File: src/rtl/cct_pkg.sv
// Shared types and constants of the capture/compare timer.
// No dependencies; used by the core, the top level and the checker.
package cct_pkg;

   typedef enum logic [1:0] {
      OP_TICK  = 2'd0,
      OP_PIN   = 2'd1,
      OP_READ  = 2'd2,
      OP_WRITE = 2'd3
   } op_type;

   localparam logic [3:0] SEL_STATUS   = 4'd0;
   localparam logic [3:0] SEL_CAP_HI   = 4'd1;
   localparam logic [3:0] SEL_CAP_LO   = 4'd2;
   localparam logic [3:0] SEL_CMP_HI   = 4'd3;
   localparam logic [3:0] SEL_CMP_LO   = 4'd4;
   localparam logic [3:0] SEL_CNT_HI   = 4'd5;
   localparam logic [3:0] SEL_CNT_LO   = 4'd6;
   localparam logic [3:0] SEL_ALT_HI   = 4'd7;
   localparam logic [3:0] SEL_ALT_LO   = 4'd8;
   localparam logic [3:0] SEL_CONTROL  = 4'd9;

   localparam int FLAG_OVF = 0;
   localparam int FLAG_CMP = 1;
   localparam int FLAG_CAP = 2;

   localparam int CTL_CAP_IE  = 7;
   localparam int CTL_CMP_IE  = 6;
   localparam int CTL_OVF_IE  = 5;
   localparam int CTL_RISING  = 1;
   localparam int CTL_CMP_LVL = 0;

   localparam logic [15:0] COUNT_RESET = 16'hFFFB;
   localparam logic [15:0] COUNT_MAX   = 16'hFFFF;

   typedef struct packed {
      op_type     op;
      logic [3:0] sel;
      logic [7:0] wdata;
      logic       pin;
      logic       masked;
   } item_type;

   typedef struct packed {
      logic       cmp_pin;
      logic       cmp_event;
      logic       irq;
      logic [7:0] rdata;
   } result_type;

endpackage

File: src/rtl/cct_core.sv
// Timer state and per-beat update: counter, capture, compare, flags, latches.
// Depends on cct_pkg; instantiated by capture_compare_timer_unit.
module cct_core
   import cct_pkg::*;
(
   input  logic       clock,
   input  logic       reset,
   input  logic       item_valid,
   input  item_type   item,
   input  logic       cfg_we,
   input  logic [7:0] cfg_data,
   output result_type result
);

   logic [7:0]  control_ff,   control_in;
   logic [15:0] count_ff,     count_in;
   logic [15:0] capture_ff,   capture_in;
   logic [15:0] compare_ff,   compare_in;
   logic [2:0]  flags_ff,     flags_in;
   logic [2:0]  armed_ff,     armed_in;
   logic        inhibit_ff,   inhibit_in;
   logic [7:0]  latch_ff [2];
   logic [7:0]  latch_in [2];
   logic [1:0]  latch_vld_ff, latch_vld_in;
   logic        last_pin_ff,  last_pin_in;
   logic        pin_out_ff,   pin_out_in;

   logic [15:0] count_inc;
   logic        edge_hit;

   always_comb begin
      control_in   = control_ff;
      count_in     = count_ff;
      capture_in   = capture_ff;
      compare_in   = compare_ff;
      flags_in     = flags_ff;
      armed_in     = armed_ff;
      inhibit_in   = inhibit_ff;
      latch_in[0]  = latch_ff[0];
      latch_in[1]  = latch_ff[1];
      latch_vld_in = latch_vld_ff;
      last_pin_in  = last_pin_ff;
      pin_out_in   = pin_out_ff;
      result       = '0;
      count_inc    = count_ff + 16'd1;
      edge_hit     = control_ff[CTL_RISING] ? (!last_pin_ff && item.pin)
                                            : (last_pin_ff && !item.pin);

      if (item_valid) begin
         case (item.op)
            OP_TICK: begin
               count_in = count_inc;
               if (count_ff == COUNT_MAX) begin
                  flags_in[FLAG_OVF] = 1'b1;
                  if (control_ff[CTL_OVF_IE] && !item.masked) result.irq = 1'b1;
               end
               if (!inhibit_ff && count_inc == compare_ff) begin
                  result.cmp_event   = 1'b1;
                  flags_in[FLAG_CMP] = 1'b1;
                  if (control_ff[CTL_CMP_IE] && !item.masked) result.irq = 1'b1;
                  pin_out_in = control_ff[CTL_CMP_LVL];
               end
            end
            OP_PIN: begin
               if (edge_hit) begin
                  capture_in         = count_ff;
                  flags_in[FLAG_CAP] = 1'b1;
                  if (control_ff[CTL_CAP_IE] && !item.masked) result.irq = 1'b1;
               end
               last_pin_in = item.pin;
            end
            OP_READ: begin
               case (item.sel)
                  SEL_STATUS: begin
                     armed_in     = armed_ff | flags_ff;
                     result.rdata = {flags_ff, 5'b0};
                  end
                  SEL_CAP_HI: result.rdata = capture_ff[15:8];
                  SEL_CAP_LO: begin
                     if (armed_ff[FLAG_CAP]) begin
                        flags_in[FLAG_CAP] = 1'b0;
                        armed_in[FLAG_CAP] = 1'b0;
                     end
                     result.rdata = capture_ff[7:0];
                  end
                  SEL_CMP_HI: begin
                     inhibit_in   = 1'b1;
                     result.rdata = compare_ff[15:8];
                  end
                  SEL_CMP_LO: begin
                     if (armed_ff[FLAG_CMP]) begin
                        flags_in[FLAG_CMP] = 1'b0;
                        armed_in[FLAG_CMP] = 1'b0;
                     end
                     inhibit_in   = 1'b0;
                     result.rdata = compare_ff[7:0];
                  end
                  SEL_CNT_HI: begin
                     if (!latch_vld_ff[0]) begin
                        latch_in[0]     = count_ff[7:0];
                        latch_vld_in[0] = 1'b1;
                     end
                     result.rdata = count_ff[15:8];
                  end
                  SEL_CNT_LO: begin
                     if (armed_ff[FLAG_OVF]) begin
                        flags_in[FLAG_OVF] = 1'b0;
                        armed_in[FLAG_OVF] = 1'b0;
                     end
                     latch_vld_in[0] = 1'b0;
                     result.rdata = latch_vld_ff[0] ? latch_ff[0] : count_ff[7:0];
                  end
                  SEL_ALT_HI: begin
                     if (!latch_vld_ff[1]) begin
                        latch_in[1]     = count_ff[7:0];
                        latch_vld_in[1] = 1'b1;
                     end
                     result.rdata = count_ff[15:8];
                  end
                  SEL_ALT_LO: begin
                     latch_vld_in[1] = 1'b0;
                     result.rdata = latch_vld_ff[1] ? latch_ff[1] : count_ff[7:0];
                  end
                  SEL_CONTROL: result.rdata = control_ff;
                  default:     result.rdata = 8'd0;
               endcase
            end
            default: begin
               case (item.sel)
                  SEL_CMP_HI:  compare_in[15:8] = item.wdata;
                  SEL_CMP_LO:  compare_in[7:0]  = item.wdata;
                  SEL_CONTROL: control_in       = item.wdata;
                  default:     ;
               endcase
            end
         endcase
      end

      if (cfg_we) control_in = cfg_data;
      result.cmp_pin = pin_out_in;
   end

   always_ff @(posedge clock) begin
      if (reset) begin
         control_ff   <= 8'd0;
         count_ff     <= COUNT_RESET;
         capture_ff   <= 16'd0;
         compare_ff   <= 16'd0;
         flags_ff     <= 3'd0;
         armed_ff     <= 3'd0;
         inhibit_ff   <= 1'b0;
         latch_ff[0]  <= 8'd0;
         latch_ff[1]  <= 8'd0;
         latch_vld_ff <= 2'd0;
         last_pin_ff  <= 1'b0;
         pin_out_ff   <= 1'b0;
      end else begin
         control_ff   <= control_in;
         count_ff     <= count_in;
         capture_ff   <= capture_in;
         compare_ff   <= compare_in;
         flags_ff     <= flags_in;
         armed_ff     <= armed_in;
         inhibit_ff   <= inhibit_in;
         latch_ff[0]  <= latch_in[0];
         latch_ff[1]  <= latch_in[1];
         latch_vld_ff <= latch_vld_in;
         last_pin_ff  <= last_pin_in;
         pin_out_ff   <= pin_out_in;
      end
   end

endmodule

File: src/rtl/capture_compare_timer_unit.sv
// Top level of the 16-bit capture/compare timer: beat handshake and result register.
// Depends on cct_pkg and cct_core.
//
// One request beat (tick, capture pin level, register read or write) yields one
// response beat. Every beat is processed combinationally by cct_core and its
// result lands in a one-entry output register, so the block takes one beat per
// clock as long as the response side drains; req_tready drops only while a
// response is held. The response appears in the cycle after the request is
// accepted. The control register is written through the csr channel (always
// ready) or by a write beat to select 9.
module capture_compare_timer_unit
   import cct_pkg::*;
(
   input  logic        clock,
   input  logic        reset,
   input  logic        req_tvalid,
   output logic        req_tready,
   input  logic [15:0] req_tdata,   // write_data[7:0], pin_level[8], cpu_irq_masked[9]
   input  logic [5:0]  req_tuser,   // op[1:0], reg_select[5:2]
   output logic        rsp_tvalid,
   input  logic        rsp_tready,
   output logic [15:0] rsp_tdata,   // read_data[7:0], irq_request[8], compare_event[9],
                                    // compare_pin[10]
   input  logic        csr_valid,
   output logic        csr_ready,
   input  logic [7:0]  csr_data
);

   item_type   item;
   result_type result;
   logic       accept;
   logic       rsp_valid_ff, rsp_valid_in;
   result_type rsp_data_ff;

   assign req_tready = !rsp_valid_ff || rsp_tready;
   assign accept     = req_tvalid && req_tready;
   assign csr_ready  = 1'b1;

   assign item.op     = op_type'(req_tuser[1:0]);
   assign item.sel    = req_tuser[5:2];
   assign item.wdata  = req_tdata[7:0];
   assign item.pin    = req_tdata[8];
   assign item.masked = req_tdata[9];

   cct_core u_core (
      .clock      (clock),
      .reset      (reset),
      .item_valid (accept),
      .item       (item),
      .cfg_we     (csr_valid && csr_ready),
      .cfg_data   (csr_data),
      .result     (result)
   );

   assign rsp_valid_in = accept || (rsp_valid_ff && !rsp_tready);

   always_ff @(posedge clock) begin
      if (reset) begin
         rsp_valid_ff <= 1'b0;
      end else begin
         rsp_valid_ff <= rsp_valid_in;
      end
   end

   always_ff @(posedge clock) begin
      if (accept) begin
         rsp_data_ff <= result;
      end
   end

   assign rsp_tvalid = rsp_valid_ff;
   assign rsp_tdata  = {5'd0, rsp_data_ff};

endmodule

File: config.mk
export PLATFORM = sky130hd
export DESIGN_NAME = capture_compare_timer_unit
export DESIGN_NICKNAME = d
export VERILOG_FILES = /design/src/rtl/cct_pkg.sv /design/src/rtl/cct_core.sv /design/src/rtl/capture_compare_timer_unit.sv
export SDC_FILE = /design/constraint.sdc
export NUM_CORES = 1
export LEC_CHECK = 0
export BUFFER_PORTS_ARGS = -buffer_cell sky130_fd_sc_hd__buf_4
export CAP_MARGIN = 20
export CORE_MARGIN = 4
export CORE_UTILIZATION = 59
export CTS_CLUSTER_DIAMETER = 60
export DETAILED_ROUTE_END_ITERATION = 8
export PLACE_DENSITY = 0.91
export SLEW_MARGIN = 25
export SYNTH_ARGS = -nofsm -noshare
export SYNTH_HDL_FRONTEND = slang
export SYNTH_SLANG_ARGS = --single-unit
File: constraint.sdc
create_clock -name clock -period 2.8 [get_ports clock]
set_input_delay 0.28 -clock clock [delete_from_list [all_inputs] [get_ports clock]]
set_output_delay 0.28 -clock clock [all_outputs]
set_load 0.01 [all_outputs]
Yosys cells after proc, flatten, opt, wreduce, memory -nomap -nowiden
Memory sizes are Yosys's and may differ from the RTL's.
Cells that the tools add are included.
{"block": "op_classes", "n_eq_ne": 23, "mux": 44, "n_addsub": 1, "bitwise_logic": 4, "reduce_logical": 45}
{"operator": "$mux W8", "n": 10}
{"operator": "$pmux W8 S9", "n": 1}
{"operator": "$mux W16", "n": 2}
{"operator": "$reduce_and A3 Y1", "n": 10}
{"operator": "$mux W1", "n": 21}
{"operator": "$reduce_bool A2 Y1", "n": 10}
{"operator": "$add A16 B1 Y16 const B", "n": 1}
{"operator": "$eq A16 B16 Y1", "n": 1}
{"operator": "$eq A16 B16 Y1 const B", "n": 1}
{"operator": "$eq A4 B3 Y1 const B", "n": 4}
{"operator": "$pmux W1 S2", "n": 8}
{"operator": "$reduce_and A5 Y1", "n": 3}
{"operator": "$ne A2 B1 Y1 const B", "n": 7}
{"operator": "$eq A4 B2 Y1 const B", "n": 2}
{"operator": "$eq A4 B4 Y1 const B", "n": 2}
{"operator": "$logic_and A1 B1 Y1", "n": 8}
{"operator": "$logic_not A1 Y1", "n": 6}
{"operator": "$ne A2 B2 Y1 const B", "n": 3}
{"operator": "$eq A4 B1 Y1 const B", "n": 1}
{"operator": "$logic_not A4 Y1", "n": 1}
{"operator": "$pmux W2 S2", "n": 1}
{"operator": "$reduce_and A2 Y1", "n": 2}
{"operator": "$or A3 B3 Y3", "n": 1}
{"operator": "$reduce_or A3 Y1", "n": 1}
{"operator": "other kinds (8)", "n": 10}
{"block": "totals", "elab_cells": 139, "output_inout_bits": 19, "input_bits": 35, "register_bits": 79, "memories": 1, "mem_bits_rw": 16}
{"memory": "u_core.latch_ff", "words": 2, "word_bits": 8, "read_ports": 2, "rd_ports_with_merged_regs": 0, "wr": 2, "line": "cct_core.sv:22", "rtl": "logic [7:0] latch_ff [2];"}

Logic depth before layout (Yosys ltp)
{"block": "depth", "ltp_word": 7, "ltp_mapped": 9, "mapped_depth_nobuf": 7}

Hierarchy
Synthesis repeated with hierarchy kept, for this count alone.
{"block": "unflattened", "hier_cells": 555, "area_unflattened_um2": 5027.3}
{"mod": "cct_core", "n_inst": 1, "seq_area_each_um2": 1661.6, "area_each_um2": 4589.4, "cells_each": 531}
{"mod": "capture_compare_timer_unit", "n_inst": 1, "seq_area_each_um2": 350.3, "area_each_um2": 437.9, "cells_each": 24}

Least setup slack after synthesis
No wires, ideal clock.
{"block": "synth_path", "path_kind": "register to register", "from": "register u_core.count_ff[0]", "to": "register rsp_data_ff, in the netlist rsp_tdata[10], data pin", "setup_ns": 0.262, "path_slack_ns": 0.581, "stages_incl_launch_ff": 8, "period_less_slack_ns": 2.219, "t_arrival_ns": 1.957, "n_path_buf": 0, "required_ns": 2.538, "cell_sequence": "dfxtp_1 > ha_1 > xor2_1 > a2111oi_4 > o21ai_0 > nand4b_1 > nor4_4 > mux2_1"}
{"element": "start: declaration", "line": "cct_core.sv:16", "rtl": "logic [15:0] count_ff, count_in;"}
{"element": "start signal: assignment", "line": "cct_core.sv:159", "rtl": "count_ff <= count_in;"}
{"element": "end signal: assignment", "line": "capture_compare_timer_unit.sv:67", "rtl": "rsp_data_ff <= result;"}
{"element": "end: declaration", "line": "capture_compare_timer_unit.sv:33", "rtl": "result_type rsp_data_ff;"}

==> results <==
- Buffers inserted to repair hold after CTS numbered 0.
- The slew at the pin with the worst max-slew slack is 0.926 ns.
- Setup repair after global routing left no endpoint under its margin.
- In this run, CTS created clock tree buffers numbering 9.
- The number of antenna violations at the first check in global routing was 0.
- Among all stages on the critical path, the largest delay is contributed by sky130_fd_sc_hd__dfxtp_1.
- Summing all placed instances gives a cell area of 5450 um^2.
- The number of antenna diodes in the final layout is 0.
- For this run, the slowest stage of the critical path takes 0.64 ns.
- VDD sags by at most 343 uV.
- The final wirelength is 14.1 mm.
- Gates resized during post-CTS repair numbered 0.
- Counting flops and latches in the post-synthesis netlist gives 95.
- The die outline width is 101 um.
- The synthesized netlist contains 63 unique library cells.
- The number of hold violations in the final report is 0.
- Clock-pin slew was measured on the worst setup and hold paths at 0.09 ns.
- The worst setup slack after layout is 0.215 ns.
- The via count of the first global-routing pass was 4392.
- The first-pass iteration count of the detailed router is 6.
- The worst register-to-register path begins at u_core.count_ff[7].
- The clock passes through at most 2 buffers.
- The signal on the critical path passes through nand4_4 > a2111oi_4 > o2111ai_1 > and4b_1 > o2111ai_1 > o41ai_2.
- The family with the most delay on the worst path is compound AO/OA/AOI/OAI gates.
- The number of enable flip-flop cells after synthesis is 11.
- The category of the critical setup timing path is reg -> reg.
- The total number of H-tree levels is 3.
- The layout filler cell count is 624.
- The proportion of layout cells with a drive suffix above 1 is 16.3%.
- The final worst-path cycle share is 92.3%.
- The worst-case headroom to the max-slew limit is 36.6%.
- In this run, placement finished with an instance count of 677.
- The number of design rule violations left after detail routing is 0.
- Global routing finished with a remaining overflow of 0.
- After synthesis, the mean cell area works out to 9.16 um^2.
- The area growth from synthesis to layout is 10.1%.
- The largest net degree at the start of global routing is 86.
- Setup violations remaining at the end of the flow were counted as 0.
- In the final layout, flip-flops and latches occupy 2010 um^2.
- The area of the core is 8340 um^2.
- The TritonCTS clock tree is built.
- The die covers 10200 um^2.
- The launch instance of the worst min-delay path is req_tvalid.
- The largest clock skew in the final design is 0.00858 ns.
- STA classifies the critical path startpoint as a flop.
- Once layout is complete, the utilization of the core stands at 67.6%.
- The floorplan has 33 rows.
- The count of final max-slew check failures is 0.
- The count of cells in the finished layout, fillers not included, comes to 693.
- In the global route stage, overall resource usage came out at 28.4%.
- The tightest hold path in the finished design has a slack of 0.172 ns.
- The summed negative setup slack over all endpoints is 0 ns.
- The synthesized netlist cell count is 559.
- The worst setup slack before clock tree synthesis is 0.284 ns.
- The number of nets in the finished design is 619.
- The remaining number of nets flagged by the antenna check after routing is 0.
- Input and output buffers added on the ports amount to 41.
- The minimum setup slack among reg-to-reg paths is 0.22 ns.
- The multi-input gate area in the final layout is 2850 um^2.
- The number of sinks on the clock net is 95.
- The end of the worst register-to-register path is rsp_tdata[8].
- The endpoint type of the worst setup path is a flop.
- In this run the worst path has a maximum fanout of 9.
- The master cell of the clock root buffer is sky130_fd_sc_hd__clkbuf_8.
- The cell occurring most often along the worst timing path is sky130_fd_sc_hd__o2111ai_1.
- The combined area of all synthesized cells is 5120 um^2.
- The clock reaches the later pin of the worst-skew pair after 0.37 ns.
- For the worst setup path, the data required time is 2.99 ns.
- The static power due to leakage is 1.98 nW.
- The flow ran to the end, and the final reports show no timing, DRC or antenna violations.
- Among all flip-flop cells after synthesis, the most frequent one is sky130_fd_sc_hd__dfxtp_1.
- The detailed router placed 4495 vias in this run.
- The number of buffers and inverters on the critical path is 0.
- The sequential area share after synthesis is 39.3%.
- The path class of the tightest hold or removal check is in -> reg.
- The effective utilization at floorplan is 61.4%.
- Of all flip-flops after synthesis, the portion carrying an async set or reset was 0%.
- After detailed routing, the number of vias per cell comes to 6.49.
- Counting buffers and inverters, the worst setup path is 6 cells deep.
- The HPWL after detailed placement is 10.1 mm.
- In this run the vertical extent of the chip is 101 um.
- The end point of the worst hold path is rsp_tvalid.
- The congestion estimate from routability-driven global placement came to 0.948.
- Power spread over the standard cell area amounts to 456 nW/um^2.
- Across the run, the number of max-cap violations was 0.
- 54 I/O pins were placed.
- The finished cells cover 5640 um^2.
- The count of cells along the worst hold path is 3.
- The minimum clock period after layout is 2.58 ns.
- The depth of the worst register-to-register path is 6.
- The average wire length per cell after detail routing is 20.3 um.
- During synthesis, Yosys emitted a total of 0 warnings.
- For this block, the initial DRC count from the detailed router was 502.
- The achievable clock frequency is 0.387 GHz.
- The arrival time reported for the critical path endpoint is 2.77 ns.
- The first global-routing pass estimated 22.8 mm of wire.
- The design draws 2.57 mW.
- Once the clock tree was built, the setup fixing pass inserted 0 buffers.
worst register-to-register path, delay by kind of cell (launching register included):
kind            cells  cell delay [ns]
flops               1             0.64
simple gates        2             0.53
compound gates      4             1.24
where the power goes:
part | switching (mW) | internal (mW) | leakage [nW]
combinational | 0.171 | 0.118 | 1.09
clock | 0.492 | 0.355 | 0.0912
sequential | 0.0261 | 1.40 | 0.792
total | 0.689 | 1.88 | 1.98
cells in the final DEF (no fill, tap or decap), types with 3 or more instances in the layout:
master                      count
sky130_fd_sc_hd__a211oi_1      13
sky130_fd_sc_hd__a21oi_1       24
sky130_fd_sc_hd__a221oi_1       3
sky130_fd_sc_hd__a222oi_1       5
sky130_fd_sc_hd__a22oi_1        3
sky130_fd_sc_hd__a31oi_1        7
sky130_fd_sc_hd__a32oi_1        4
sky130_fd_sc_hd__and2_1         5
sky130_fd_sc_hd__and3_1         6
sky130_fd_sc_hd__and4_1         3
sky130_fd_sc_hd__buf_4         59
sky130_fd_sc_hd__clkbuf_8      10
sky130_fd_sc_hd__conb_1         6
sky130_fd_sc_hd__dfxtp_1       84
sky130_fd_sc_hd__edfxtp_1      11
sky130_fd_sc_hd__inv_1          4
sky130_fd_sc_hd__mux2_2         8
sky130_fd_sc_hd__mux2i_1       65
sky130_fd_sc_hd__nand2_1       40
sky130_fd_sc_hd__nand2b_1      19
sky130_fd_sc_hd__nand3_1       12
sky130_fd_sc_hd__nand3b_1       4
sky130_fd_sc_hd__nor2_1        74
sky130_fd_sc_hd__nor2b_1        5
sky130_fd_sc_hd__nor3_1        14
sky130_fd_sc_hd__nor4_1         5
sky130_fd_sc_hd__o2111ai_1      3
sky130_fd_sc_hd__o21ai_0       10
sky130_fd_sc_hd__o22a_1         3
sky130_fd_sc_hd__xnor2_1       16
sky130_fd_sc_hd__xor2_1        15
Yosys cell counts, drive strengths merged (7+ instances only):
master	n	area share, %
o21ai	10	0.98
a21oi	24	2.3
mux2i	65	13
nor4	7	1.4
nor2	75	5.6
dfxtp	84	33
nor3	15	1.5
nand2b	19	2.3
a211oi	13	1.9
edfxtp	11	6.5
mux2	9	2.0
xor2	17	3.2
nand2	40	2.9
buf	31	3.8
clkbuf	19	1.4
nand3	12	1.2
xnor2	16	2.7
a31oi	7	0.86
sequential cells by signal (all words and copies together) (netlist names):
signal and cells:
u_core.capture_ff 16, u_core.compare_ff 16, u_core.count_ff 16, u_core.latch_ff 16
rsp_tdata 11, u_core.control_ff 8, u_core.armed_ff 3, u_core.flags_ff 3
u_core.latch_vld_ff 2, rsp_tvalid 1, u_core.inhibit_ff 1, u_core.last_pin_ff 1
u_core.pin_out_ff 1
layout make-up:
cell class                      count  share of cell area, %
Sequential cell                    95                   35.7
Clock buffer                       11                   2.51
Clock inverter                      5                  0.666
Timing Repair Buffer               59                   7.86
Tap cell                          105                   2.33
Inverter                            5                  0.333
Multi-Input combinational cell    413                   50.6
layer usage:
metal	wire length, um	GRT usage (%)	vias up
li1	-	-	2034
met1	5320	36.1	2140
met2	6890	47.6	262
met3	1360	6.47	59
met4	491	9.82	0
met5	0	0	-
cells by family (layout without fill, tap and decap cells):
kind of cell / count (synthesis) / in the layout / synth area share (%)
simple gates: 205 / 205 / 20.6
flops: 95 / 95 / 39.3
compound gates: 94 / 94 / 13.4
mux: 74 / 74 / 14.7
buf+inv: 55 / 80 / 5.60
xor+xnor: 33 / 33 / 5.94
other cells: 2 / 6 / 0.147
fa+ha+maj: 1 / 1 / 0.244
worst max-delay path by stage:
stage,slack (ns),startpoint,to
floorplan,0.58,u_core.count_ff[0],rsp_tdata[10]
global placement,0.32,u_core.count_ff[7],rsp_tdata[10]
detailed placement,0.28,u_core.count_ff[7],rsp_tdata[10]
CTS,0.26,u_core.count_ff[7],rsp_tdata[10]
global route,0.07,u_core.count_ff[7],rsp_tdata[8]
finish,0.22,u_core.count_ff[7],rsp_tdata[8]
No activity file was read; power rests on OpenSTA's default activity.
